<file path="config.mk">
export PLATFORM = sky130hd
export DESIGN_NAME = rbes_ctrl
export DESIGN_NICKNAME = d
export VERILOG_FILES = /design/src/hdl/rbes_pkg.sv /design/src/hdl/rbes_ctrl.sv
export SDC_FILE = /design/constraint.sdc
export NUM_CORES = 1
export LEC_CHECK = 0
export BUFFER_PORTS_ARGS = -buffer_cell sky130_fd_sc_hd__buf_2
export CORE_MARGIN = 2
export CORE_UTILIZATION = 30
export DETAILED_ROUTE_END_ITERATION = 7
export GPL_TIMING_DRIVEN = 0
export PLACE_DENSITY_LB_ADDON = 0.1
export SYNTH_ARGS = -nofsm -noshare
export SYNTH_HDL_FRONTEND = slang
export SYNTH_SLANG_ARGS = --single-unit
</file>
<file path="constraint.sdc">
create_clock -name clk -period 2.6 [get_ports clk]
set_input_delay 0 -clock clk [delete_from_list [all_inputs] [get_ports clk]]
set_output_delay 0 -clock clk [all_outputs]
set_load 0.05 [all_outputs]
</file>
<file path="src/hdl/rbes_pkg.sv">
package rbes_pkg;

  localparam int WORD_W    = 32;
  localparam int ADDR_W    = 6;
  localparam int RAM_DEPTH = 64;
  localparam int PC_W      = 7;
  localparam int ACC_W     = 50;
  localparam int OPND_W    = 34;
  localparam int PROD_W    = 2 * OPND_W;
  localparam int NORM_ITERATIONS_DEF = 3;

  localparam logic [1:0] CFG_IMASS  = 2'd0;
  localparam logic [1:0] CFG_DT     = 2'd1;
  localparam logic [1:0] CFG_LKEEP  = 2'd2;
  localparam logic [1:0] CFG_AKEEP  = 2'd3;

  localparam logic [30:0] IMASS_RST = 31'd65536;
  localparam logic [16:0] DT_RST    = 17'd1092;
  localparam logic [16:0] KEEP_RST  = 17'd65536;

  // state memory map
  localparam logic [ADDR_W-1:0] AP   = 6'd0;
  localparam logic [ADDR_W-1:0] AQ   = 6'd3;
  localparam logic [ADDR_W-1:0] AV   = 6'd7;
  localparam logic [ADDR_W-1:0] AW   = 6'd10;
  localparam logic [ADDR_W-1:0] AT   = 6'd13;
  localparam logic [ADDR_W-1:0] AH   = 6'd28;
  localparam logic [ADDR_W-1:0] ATMP = 6'd31;
  localparam logic [ADDR_W-1:0] AQN  = 6'd32;

  localparam logic [2:0] A_RAM  = 3'd0;
  localparam logic [2:0] A_IN   = 3'd1;
  localparam logic [2:0] A_M    = 3'd2;
  localparam logic [2:0] A_R    = 3'd3;
  localparam logic [2:0] A_SEED = 3'd4;
  localparam logic [2:0] A_Q30  = 3'd5;
  localparam logic [2:0] A_ZERO = 3'd6;

  localparam logic [3:0] B_RAM   = 4'd0;
  localparam logic [3:0] B_IN    = 4'd1;
  localparam logic [3:0] B_IMASS = 4'd2;
  localparam logic [3:0] B_LKEEP = 4'd3;
  localparam logic [3:0] B_AKEEP = 4'd4;
  localparam logic [3:0] B_DT    = 4'd5;
  localparam logic [3:0] B_ONE   = 4'd6;
  localparam logic [3:0] B_INV6  = 4'd7;
  localparam logic [3:0] B_R     = 4'd8;
  localparam logic [3:0] B_T     = 4'd9;
  localparam logic [3:0] B_F     = 4'd10;

  localparam logic [1:0] ACC_LD  = 2'd0;
  localparam logic [1:0] ACC_ADD = 2'd1;
  localparam logic [1:0] ACC_SUB = 2'd2;

  localparam logic [2:0] D_NONE = 3'd0;
  localparam logic [2:0] D_RAM  = 3'd1;
  localparam logic [2:0] D_ROW  = 3'd2;
  localparam logic [2:0] D_M    = 3'd3;
  localparam logic [2:0] D_R    = 3'd4;
  localparam logic [2:0] D_T    = 3'd5;

  localparam logic [5:0] SH_VAR = 6'd0;

  localparam logic [PC_W-1:0] PC_ROW       = 7'd0;
  localparam logic [PC_W-1:0] PC_LOAD_END  = 7'd2;
  localparam logic [PC_W-1:0] PC_STEP      = 7'd3;
  localparam logic [PC_W-1:0] PC_STEP_END  = 7'd55;
  localparam logic [PC_W-1:0] PC_SEED      = 7'd56;
  localparam logic [PC_W-1:0] PC_ITER      = 7'd57;
  localparam logic [PC_W-1:0] PC_ITER_END  = 7'd59;
  localparam logic [PC_W-1:0] PC_FINAL     = 7'd60;
  localparam logic [PC_W-1:0] PC_FINAL_END = 7'd63;
  localparam logic [PC_W-1:0] PC_IDENT     = 7'd64;
  localparam logic [PC_W-1:0] PC_IDENT_END = 7'd67;

  typedef struct packed {
    logic [2:0]        a_sel;
    logic [ADDR_W-1:0] a_addr;
    logic [3:0]        b_sel;
    logic [ADDR_W-1:0] b_addr;
    logic [5:0]        shift;
    logic              rnd;
    logic [1:0]        acc;
    logic [2:0]        dst;
    logic [ADDR_W-1:0] w_addr;
  } op_t;

  typedef struct packed {
    logic              run;
    logic [PC_W-1:0]   pc;
    logic [1:0]        phase;
    logic              init;
    logic [ADDR_W-1:0] init_addr;
    logic              scale;
    logic              capture;
    logic              out_load;
  } ctl_cmd_t;

  typedef struct packed {
    logic m_ok;
    logic m_zero;
  } dp_stat_t;

  function automatic op_t mk(logic [2:0] a_sel, logic [ADDR_W-1:0] a_addr,
                             logic [3:0] b_sel, logic [ADDR_W-1:0] b_addr,
                             logic [5:0] shift, logic rnd, logic [1:0] acc,
                             logic [2:0] dst, logic [ADDR_W-1:0] w_addr);
    op_t o;
    o.a_sel = a_sel; o.a_addr = a_addr; o.b_sel = b_sel; o.b_addr = b_addr;
    o.shift = shift; o.rnd = rnd; o.acc = acc; o.dst = dst; o.w_addr = w_addr;
    return o;
  endfunction

  function automatic op_t op_rom(logic [PC_W-1:0] pc);
    op_t o;
    case (pc)
      // tensor row load
      7'd0:  o = mk(A_IN, 6'd0, B_ONE, 6'd0, 6'd16, 1'b1, ACC_LD, D_ROW, AT);
      7'd1:  o = mk(A_IN, 6'd1, B_ONE, 6'd0, 6'd16, 1'b1, ACC_LD, D_ROW, 6'(AT + 1));
      7'd2:  o = mk(A_IN, 6'd2, B_ONE, 6'd0, 6'd16, 1'b1, ACC_LD, D_ROW, 6'(AT + 2));
      // linear x
      7'd3:  o = mk(A_IN, 6'd0, B_IMASS, 6'd0, 6'd16, 1'b1, ACC_LD, D_RAM, ATMP);
      7'd4:  o = mk(A_RAM, AV, B_LKEEP, 6'd0, 6'd16, 1'b1, ACC_LD, D_NONE, 6'd0);
      7'd5:  o = mk(A_RAM, ATMP, B_DT, 6'd0, 6'd16, 1'b1, ACC_ADD, D_RAM, AV);
      7'd6:  o = mk(A_RAM, AP, B_ONE, 6'd0, 6'd16, 1'b1, ACC_LD, D_NONE, 6'd0);
      7'd7:  o = mk(A_RAM, AV, B_DT, 6'd0, 6'd16, 1'b1, ACC_ADD, D_RAM, AP);
      // linear y
      7'd8:  o = mk(A_IN, 6'd1, B_IMASS, 6'd0, 6'd16, 1'b1, ACC_LD, D_RAM, ATMP);
      7'd9:  o = mk(A_RAM, 6'(AV + 1), B_LKEEP, 6'd0, 6'd16, 1'b1, ACC_LD, D_NONE, 6'd0);
      7'd10: o = mk(A_RAM, ATMP, B_DT, 6'd0, 6'd16, 1'b1, ACC_ADD, D_RAM, 6'(AV + 1));
      7'd11: o = mk(A_RAM, 6'(AP + 1), B_ONE, 6'd0, 6'd16, 1'b1, ACC_LD, D_NONE, 6'd0);
      7'd12: o = mk(A_RAM, 6'(AV + 1), B_DT, 6'd0, 6'd16, 1'b1, ACC_ADD, D_RAM, 6'(AP + 1));
      // linear z
      7'd13: o = mk(A_IN, 6'd2, B_IMASS, 6'd0, 6'd16, 1'b1, ACC_LD, D_RAM, ATMP);
      7'd14: o = mk(A_RAM, 6'(AV + 2), B_LKEEP, 6'd0, 6'd16, 1'b1, ACC_LD, D_NONE, 6'd0);
      7'd15: o = mk(A_RAM, ATMP, B_DT, 6'd0, 6'd16, 1'b1, ACC_ADD, D_RAM, 6'(AV + 2));
      7'd16: o = mk(A_RAM, 6'(AP + 2), B_ONE, 6'd0, 6'd16, 1'b1, ACC_LD, D_NONE, 6'd0);
      7'd17: o = mk(A_RAM, 6'(AV + 2), B_DT, 6'd0, 6'd16, 1'b1, ACC_ADD, D_RAM, 6'(AP + 2));
      // angular x
      7'd18: o = mk(A_RAM, AT, B_IN, 6'd3, 6'd16, 1'b1, ACC_LD, D_NONE, 6'd0);
      7'd19: o = mk(A_RAM, 6'(AT + 1), B_IN, 6'd4, 6'd16, 1'b1, ACC_ADD, D_NONE, 6'd0);
      7'd20: o = mk(A_RAM, 6'(AT + 2), B_IN, 6'd5, 6'd16, 1'b1, ACC_ADD, D_RAM, ATMP);
      7'd21: o = mk(A_RAM, AW, B_AKEEP, 6'd0, 6'd16, 1'b1, ACC_LD, D_NONE, 6'd0);
      7'd22: o = mk(A_RAM, ATMP, B_DT, 6'd0, 6'd16, 1'b1, ACC_ADD, D_RAM, AW);
      // angular y
      7'd23: o = mk(A_RAM, 6'(AT + 3), B_IN, 6'd3, 6'd16, 1'b1, ACC_LD, D_NONE, 6'd0);
      7'd24: o = mk(A_RAM, 6'(AT + 4), B_IN, 6'd4, 6'd16, 1'b1, ACC_ADD, D_NONE, 6'd0);
      7'd25: o = mk(A_RAM, 6'(AT + 5), B_IN, 6'd5, 6'd16, 1'b1, ACC_ADD, D_RAM, ATMP);
      7'd26: o = mk(A_RAM, 6'(AW + 1), B_AKEEP, 6'd0, 6'd16, 1'b1, ACC_LD, D_NONE, 6'd0);
      7'd27: o = mk(A_RAM, ATMP, B_DT, 6'd0, 6'd16, 1'b1, ACC_ADD, D_RAM, 6'(AW + 1));
      // angular z
      7'd28: o = mk(A_RAM, 6'(AT + 6), B_IN, 6'd3, 6'd16, 1'b1, ACC_LD, D_NONE, 6'd0);
      7'd29: o = mk(A_RAM, 6'(AT + 7), B_IN, 6'd4, 6'd16, 1'b1, ACC_ADD, D_NONE, 6'd0);
      7'd30: o = mk(A_RAM, 6'(AT + 8), B_IN, 6'd5, 6'd16, 1'b1, ACC_ADD, D_RAM, ATMP);
      7'd31: o = mk(A_RAM, 6'(AW + 2), B_AKEEP, 6'd0, 6'd16, 1'b1, ACC_LD, D_NONE, 6'd0);
      7'd32: o = mk(A_RAM, ATMP, B_DT, 6'd0, 6'd16, 1'b1, ACC_ADD, D_RAM, 6'(AW + 2));
      // half step
      7'd33: o = mk(A_RAM, AW, B_DT, 6'd0, 6'd17, 1'b1, ACC_LD, D_RAM, AH);
      7'd34: o = mk(A_RAM, 6'(AW + 1), B_DT, 6'd0, 6'd17, 1'b1, ACC_LD, D_RAM, 6'(AH + 1));
      7'd35: o = mk(A_RAM, 6'(AW + 2), B_DT, 6'd0, 6'd17, 1'b1, ACC_LD, D_RAM, 6'(AH + 2));
      // quaternion update, w
      7'd36: o = mk(A_RAM, AQ, B_ONE, 6'd0, 6'd16, 1'b1, ACC_LD, D_NONE, 6'd0);
      7'd37: o = mk(A_RAM, AH, B_RAM, 6'(AQ + 1), 6'd16, 1'b1, ACC_SUB, D_NONE, 6'd0);
      7'd38: o = mk(A_RAM, 6'(AH + 1), B_RAM, 6'(AQ + 2), 6'd16, 1'b1, ACC_SUB, D_NONE, 6'd0);
      7'd39: o = mk(A_RAM, 6'(AH + 2), B_RAM, 6'(AQ + 3), 6'd16, 1'b1, ACC_SUB, D_RAM, AQN);
      // x
      7'd40: o = mk(A_RAM, 6'(AQ + 1), B_ONE, 6'd0, 6'd16, 1'b1, ACC_LD, D_NONE, 6'd0);
      7'd41: o = mk(A_RAM, AH, B_RAM, AQ, 6'd16, 1'b1, ACC_ADD, D_NONE, 6'd0);
      7'd42: o = mk(A_RAM, 6'(AH + 1), B_RAM, 6'(AQ + 3), 6'd16, 1'b1, ACC_ADD, D_NONE, 6'd0);
      7'd43: o = mk(A_RAM, 6'(AH + 2), B_RAM, 6'(AQ + 2), 6'd16, 1'b1, ACC_SUB, D_RAM,
                    6'(AQN + 1));
      // y
      7'd44: o = mk(A_RAM, 6'(AQ + 2), B_ONE, 6'd0, 6'd16, 1'b1, ACC_LD, D_NONE, 6'd0);
      7'd45: o = mk(A_RAM, 6'(AH + 1), B_RAM, AQ, 6'd16, 1'b1, ACC_ADD, D_NONE, 6'd0);
      7'd46: o = mk(A_RAM, 6'(AH + 2), B_RAM, 6'(AQ + 1), 6'd16, 1'b1, ACC_ADD, D_NONE, 6'd0);
      7'd47: o = mk(A_RAM, AH, B_RAM, 6'(AQ + 3), 6'd16, 1'b1, ACC_SUB, D_RAM, 6'(AQN + 2));
      // z
      7'd48: o = mk(A_RAM, 6'(AQ + 3), B_ONE, 6'd0, 6'd16, 1'b1, ACC_LD, D_NONE, 6'd0);
      7'd49: o = mk(A_RAM, 6'(AH + 2), B_RAM, AQ, 6'd16, 1'b1, ACC_ADD, D_NONE, 6'd0);
      7'd50: o = mk(A_RAM, AH, B_RAM, 6'(AQ + 2), 6'd16, 1'b1, ACC_ADD, D_NONE, 6'd0);
      7'd51: o = mk(A_RAM, 6'(AH + 1), B_RAM, 6'(AQ + 1), 6'd16, 1'b1, ACC_SUB, D_RAM,
                    6'(AQN + 3));
      // squared norm
      7'd52: o = mk(A_RAM, AQN, B_RAM, AQN, 6'd30, 1'b1, ACC_LD, D_NONE, 6'd0);
      7'd53: o = mk(A_RAM, 6'(AQN + 1), B_RAM, 6'(AQN + 1), 6'd30, 1'b1, ACC_ADD, D_NONE,
                    6'd0);
      7'd54: o = mk(A_RAM, 6'(AQN + 2), B_RAM, 6'(AQN + 2), 6'd30, 1'b1, ACC_ADD, D_NONE,
                    6'd0);
      7'd55: o = mk(A_RAM, 6'(AQN + 3), B_RAM, 6'(AQN + 3), 6'd30, 1'b1, ACC_ADD, D_M, 6'd0);
      // inverse square root
      7'd56: o = mk(A_SEED, 6'd0, B_INV6, 6'd0, 6'd30, 1'b0, ACC_LD, D_R, 6'd0);
      7'd57: o = mk(A_R, 6'd0, B_R, 6'd0, 6'd30, 1'b0, ACC_LD, D_T, 6'd0);
      7'd58: o = mk(A_M, 6'd0, B_T, 6'd0, 6'd30, 1'b0, ACC_LD, D_T, 6'd0);
      7'd59: o = mk(A_R, 6'd0, B_F, 6'd0, 6'd31, 1'b0, ACC_LD, D_R, 6'd0);
      // rescale
      7'd60: o = mk(A_RAM, AQN, B_R, 6'd0, SH_VAR, 1'b1, ACC_LD, D_RAM, AQ);
      7'd61: o = mk(A_RAM, 6'(AQN + 1), B_R, 6'd0, SH_VAR, 1'b1, ACC_LD, D_RAM, 6'(AQ + 1));
      7'd62: o = mk(A_RAM, 6'(AQN + 2), B_R, 6'd0, SH_VAR, 1'b1, ACC_LD, D_RAM, 6'(AQ + 2));
      7'd63: o = mk(A_RAM, 6'(AQN + 3), B_R, 6'd0, SH_VAR, 1'b1, ACC_LD, D_RAM, 6'(AQ + 3));
      // zero norm: identity
      7'd64: o = mk(A_Q30, 6'd0, B_ONE, 6'd0, 6'd16, 1'b1, ACC_LD, D_RAM, AQ);
      7'd65: o = mk(A_ZERO, 6'd0, B_ONE, 6'd0, 6'd16, 1'b1, ACC_LD, D_RAM, 6'(AQ + 1));
      7'd66: o = mk(A_ZERO, 6'd0, B_ONE, 6'd0, 6'd16, 1'b1, ACC_LD, D_RAM, 6'(AQ + 2));
      7'd67: o = mk(A_ZERO, 6'd0, B_ONE, 6'd0, 6'd16, 1'b1, ACC_LD, D_RAM, 6'(AQ + 3));
      default: o = mk(A_ZERO, 6'd0, B_ONE, 6'd0, 6'd16, 1'b1, ACC_LD, D_NONE, 6'd0);
    endcase
    return o;
  endfunction

  function automatic logic signed [WORD_W-1:0] reset_word(logic [ADDR_W-1:0] a);
    logic signed [WORD_W-1:0] v;
    v = '0;
    if (a == AQ) v = 32'sh4000_0000;
    if (a == AT || a == 6'(AT + 4) || a == 6'(AT + 8)) v = 32'sd65536;
    return v;
  endfunction

  function automatic logic signed [WORD_W-1:0] sat32(logic signed [ACC_W-1:0] v);
    logic signed [WORD_W-1:0] r;
    if (v > $signed({{(ACC_W-WORD_W){1'b0}}, 32'h7FFF_FFFF})) r = 32'sh7FFF_FFFF;
    else if (v < $signed({{(ACC_W-WORD_W){1'b1}}, 32'h8000_0000})) r = 32'sh8000_0000;
    else r = v[WORD_W-1:0];
    return r;
  endfunction

endpackage

</file>
<file path="src/hdl/rbes_ctrl.sv">
module rbes_ctrl #(
  parameter int NORM_ITERATIONS = rbes_pkg::NORM_ITERATIONS_DEF
) (
  input  logic                clk,
  input  logic                rst_n,
  input  logic                in_valid,
  output logic                in_ready,
  input  logic                in_action,
  output logic                out_valid,
  input  logic                out_ready,
  input  rbes_pkg::dp_stat_t  stat,
  output rbes_pkg::ctl_cmd_t  cmd
);

  localparam int IW = (NORM_ITERATIONS > 1) ? $clog2(NORM_ITERATIONS) : 1;

  localparam logic [3:0] S_INIT  = 4'd0;
  localparam logic [3:0] S_IDLE  = 4'd1;
  localparam logic [3:0] S_LOAD  = 4'd2;
  localparam logic [3:0] S_STEP  = 4'd3;
  localparam logic [3:0] S_CHECK = 4'd4;
  localparam logic [3:0] S_SCALE = 4'd5;
  localparam logic [3:0] S_SEED  = 4'd6;
  localparam logic [3:0] S_ITER  = 4'd7;
  localparam logic [3:0] S_FINAL = 4'd8;
  localparam logic [3:0] S_IDENT = 4'd9;
  localparam logic [3:0] S_DONE  = 4'd10;

  logic [3:0]                     state_r, state_nxt;
  logic [rbes_pkg::PC_W-1:0]      pc_r, pc_nxt;
  logic [1:0]                     phase_r, phase_nxt;
  logic [rbes_pkg::ADDR_W-1:0]    init_r, init_nxt;
  logic [IW-1:0]                  it_r, it_nxt;
  logic                           out_valid_r, out_valid_nxt;
  logic                           running, op_end;

  assign running = (state_r == S_LOAD) || (state_r == S_STEP) || (state_r == S_SEED) ||
                   (state_r == S_ITER) || (state_r == S_FINAL) || (state_r == S_IDENT);
  assign op_end  = (phase_r == 2'd2);
  assign in_ready  = (state_r == S_IDLE);
  assign out_valid = out_valid_r;

  always_comb begin
    state_nxt = state_r;
    pc_nxt    = pc_r;
    phase_nxt = phase_r;
    init_nxt  = init_r;
    it_nxt    = it_r;
    cmd          = '0;
    cmd.run      = running;
    cmd.pc       = pc_r;
    cmd.phase    = phase_r;
    cmd.init_addr = init_r;
    if (running) phase_nxt = op_end ? 2'd0 : phase_r + 2'd1;
    if (running && op_end) pc_nxt = pc_r + 1'b1;
    unique case (state_r)
      S_INIT: begin
        cmd.init = 1'b1;
        init_nxt = init_r + 1'b1;
        if (init_r == rbes_pkg::ADDR_W'(rbes_pkg::RAM_DEPTH - 1)) state_nxt = S_IDLE;
      end
      S_IDLE: begin
        phase_nxt = 2'd0;
        if (in_valid) begin
          cmd.capture = 1'b1;
          if (in_action) begin
            state_nxt = S_STEP;
            pc_nxt = rbes_pkg::PC_STEP;
          end else begin
            state_nxt = S_LOAD;
            pc_nxt = rbes_pkg::PC_ROW;
          end
        end
      end
      S_LOAD: begin
        if (op_end && pc_r == rbes_pkg::PC_LOAD_END) state_nxt = S_IDLE;
      end
      S_STEP: begin
        if (op_end && pc_r == rbes_pkg::PC_STEP_END) state_nxt = S_CHECK;
      end
      S_CHECK: begin
        if (stat.m_zero) begin
          state_nxt = S_IDENT;
          pc_nxt = rbes_pkg::PC_IDENT;
        end else begin
          state_nxt = S_SCALE;
        end
      end
      S_SCALE: begin
        if (stat.m_ok) begin
          state_nxt = S_SEED;
          pc_nxt = rbes_pkg::PC_SEED;
        end else begin
          cmd.scale = 1'b1;
        end
      end
      S_SEED: begin
        it_nxt = '0;
        if (op_end) state_nxt = S_ITER;
      end
      S_ITER: begin
        if (op_end && pc_r == rbes_pkg::PC_ITER_END) begin
          if (it_r == IW'(NORM_ITERATIONS - 1)) begin
            state_nxt = S_FINAL;
          end else begin
            it_nxt = it_r + 1'b1;
            pc_nxt = rbes_pkg::PC_ITER;
          end
        end
      end
      S_FINAL: begin
        if (op_end && pc_r == rbes_pkg::PC_FINAL_END) state_nxt = S_DONE;
      end
      S_IDENT: begin
        if (op_end && pc_r == rbes_pkg::PC_IDENT_END) state_nxt = S_DONE;
      end
      S_DONE: begin
        if (!out_valid_r || out_ready) begin
          cmd.out_load = 1'b1;
          state_nxt = S_IDLE;
        end
      end
      default: state_nxt = S_INIT;
    endcase
    out_valid_nxt = cmd.out_load ? 1'b1 : (out_ready ? 1'b0 : out_valid_r);
  end

  always_ff @(posedge clk) begin
    if (!rst_n) begin
      state_r     <= S_INIT;
      pc_r        <= '0;
      phase_r     <= '0;
      init_r      <= '0;
      it_r        <= '0;
      out_valid_r <= 1'b0;
    end else begin
      state_r     <= state_nxt;
      pc_r        <= pc_nxt;
      phase_r     <= phase_nxt;
      init_r      <= init_nxt;
      it_r        <= it_nxt;
      out_valid_r <= out_valid_nxt;
    end
  end

endmodule

</file>
==> results.json <==
{
  "status": "completed",
  "crit_path_end_kind": "flop",
  "synth_edf_count": 0,
  "final_max_slew_viol_count": 0,
  "drc": 0,
  "diodes": 0,
  "drt-wirelength-per-cell_um": 14.1,
  "yosysSeqAreaShare_pct": 28.8,
  "p_per_area_mw_per_mm2": 750,
  "p_comb_share_pct": 45.8,
  "rows": 25,
  "yosys.area.top_type": "dfxtp_1",
  "globalplace.congestion": 0.807,
  "grt_setup_unrepaired": "false",
  "drtPass1Iterations": 4,
  "synth_top_cell_area_share_pct": 28.8,
  "drtIter0Drc": 74,
  "fin_nets": 238,
  "root_buffer": "clkbuf_8",
  "path_clk_slew_ns": 0.09,
  "worstMarginPinSlew_ns": 0.583,
  "finalCritPeriodShare_pct": 91.7,
  "ys_types": 55,
  "worstPathRequired_ns": 2.80,
  "die_area_sq_mm": 0.00568,
  "nFillCells": 543,
  "drive_gt1_share_pct": 19.9,
  "ctsHtreeMaxLevel": 1,
  "r2r_setup_slack_ns": 0.22,
  "leakage_nw": 0.735,
  "cp_slowest_stage_delay_ns": 0.58,
  "post-route-util_pct": 38.1,
  "grt_pass1_vias": 1364,
  "syn_area_sq_mm": 0.00153,
  "cts_tree": "done",
  "viasPerCell": 4.98,
  "synth-seq-cells": 22,
  "antenna_found_initial": 0,
  "core_area_sq_mm": 0.00482,
  "synth_ff_type": "dfxtp_1",
  "tns_ns": 0,
  "clock_path_buffers": 2,
  "power_switching_uw": 592,
  "p_int_uw": 783,
  "clock_skew_ns": 0.00391,
  "synthArstFlopShare_pct": 0,
  "hold_end": "pc_r[1]$_SDFF_PN0_",
  "synthTopCellsByCount": "nor2_1, dfxtp_1, nand2_1",
  "insertion_delay_ns": 0.27,
  "r2r-start": "pc_r[4]$_SDFF_PN0_",
  "start_util_pct": 31.7,
  "hold_viol_final": 0,
  "track_usage_pct": 15.9,
  "worst_setup_path_start_kind": "flop",
  "reg2regPathDepth": 6,
  "numCtsBuffers": 3,
  "grt_max_degree": 14,
  "slowest_stage": "or4_4",
  "finalWorstPathRequiredPeriod_ns": 2.38,
  "ys_warn_count": 0,
  "finalSetupViolCount": 0,
  "worstSetupPathType": "reg -> reg",
  "fmax_ghz": 0.419,
  "area_growth_pct": 20.0,
  "numPortBuffers": 28,
  "die_y_um": 75.4,
  "syn_avg_cell_area_sq_um": 7.88,
  "path_cells": "or4_4, o311ai_4, o2111ai_2, a211oi_4, or4b_1, o211ai_1",
  "power_frac_clock_pct": 24.0,
  "peakVddDrop_mv": 0.328,
  "grt_overflow_total": 0,
  "cap_viol_max_count": 0,
  "hold_path_class": "in -> reg",
  "num_vias": 1459,
  "drtAntennaViolNets": 0,
  "wl_mm": 4.14,
  "worstPathMaxFanout": 8,
  "switching_share_pct": 43.0,
  "post-dp-hpwl_mm": 3.13,
  "min_from": "in_action",
  "synthTopCellsByArea": "dfxtp_1, nor2_1, nand2_1",
  "grt_pass1_wl_mm": 6.93,
  "rr_endpoint": "state_r[1]$_SDFFE_PN0P_",
  "synth_most_common_cell": "nor2_1",
  "cts.sinks": 22,
  "holdPathStages": 3,
  "fp.dieW_um": 75.4,
  "syn_inst": 194,
  "syn-num-nets": 205,
  "top_level_ports": 29,
  "p_seq_share_pct": 30.2,
  "max_slew_margin_pct": 60.8,
  "crit_arrival_ns": 2.59
}
worst max-delay path by stage:
stage	cells past startpoint	start	to
after floorplan	7	pc_r[2]$_SDFF_PN0_	state_r[1]$_SDFFE_PN0P_
after global placement	7	state_r[1]$_SDFFE_PN0P_	state_r[1]$_SDFFE_PN0P_
after detailed placement	6	pc_r[4]$_SDFF_PN0_	state_r[1]$_SDFFE_PN0P_
after CTS	7	state_r[1]$_SDFFE_PN0P_	cmd[19]
after global routing	7	state_r[2]$_SDFFE_PN0P_	state_r[1]$_SDFFE_PN0P_
final	6	pc_r[4]$_SDFF_PN0_	state_r[1]$_SDFFE_PN0P_
cell type report:
class / count / area, sq um / share of cell area (%)
multi-input combinational: 152 / 1010 / 54.8
sequential: 22 / 440 / 24.0
timing repair buffer: 28 / 140 / 7.64
tap: 67 / 83.8 / 4.57
buffer: 13 / 66.3 / 3.62
clock buffer: 3 / 41.3 / 2.25
clock inverter: 1 / 30.0 / 1.64
inverter: 7 / 26.3 / 1.43
layer usage:
metal  track usage (%)  share of wire (%)
met3              2.12                4.1
met1              23.6                 51
met2              24.2                 44
met5                 0                  0
met4              4.48               0.70
power groups by stage:
stage	Combinational [mW]	Sequential [mW]	Clock, mW
after floorplan	0.413	0.511	0
after global placement	0.631	0.425	0
after detailed placement	0.630	0.424	0
after CTS	0.632	0.417	0.342
after global routing	0.681	0.424	0.357
final	0.629	0.416	0.330
flip-flops by register name (all words and copies together), names as in the netlist:
register and cells:
init_r 6, it_r 2, out_valid 1, pc_r 7, phase_r 2, state_r 4
kinds of logic after synthesis:
logic type	Yosys count	synth area share, %
compound gates	42	21.3
xor+xnor	11	6.30
fa+ha+maj	4	3.27
buf+inv	20	5.97
flops	22	28.8
mux	6	4.01
simple gates	89	30.4
metrics by stage:
stage	std cells	total power [mW]	hold slack (ns)	instance area (sq um)	worst slack, ns
6_report	293	1.38	0.0210	1830	0.216
3_3_place_gp	289	1.06	0.319	1760	0.192
2_1_floorplan	194	0.924	0.149	1540	0.0943
4_1_cts	293	1.39	0.0229	1830	0.123
5_1_grt	293	1.46	0.0554	1830	0.0300
3_5_place_dp	289	1.05	0.314	1760	0.207
critical path, delay by kind of cell, from the launching register on:
| family | cells | cell delay [ns] |
|---|---|---|
| AOI/OAI and AO/OA | 4 | 0.90 |
| DFF | 1 | 0.38 |
| and+or+nand+nor | 2 | 1.05 |
repair_timing:
action                     CTS  global route
hold buffers                 0             0
setup endpoints to repair    0             2
gates resized for setup      0             1
buffers inserted             0             0
cells in the final DEF (no fill, tap or decap), types with 3 or more instances in the layout:
cell type | netlist | final
buf_2 | 1 | 29
nor2_1 | 26 | 26
dfxtp_1 | 22 | 22
nand2_1 | 18 | 18
a21oi_1 | 12 | 12
clkbuf_1 | 7 | 7
inv_1 | 7 | 7
nand2b_1 | 7 | 7
nor3_1 | 7 | 7
xor2_1 | 7 | 7
nor2b_1 | 6 | 6
nand4_1 | 5 | 5
o21ai_0 | 5 | 5
mux2i_1 | 5 | 5
nand3_1 | 4 | 4
xnor2_1 | 4 | 4
ha_1 | 4 | 4
nor3b_1 | 3 | 3
clkbuf_8 | 0 | 3
No activity file was read; power rests on OpenSTA's default activity.
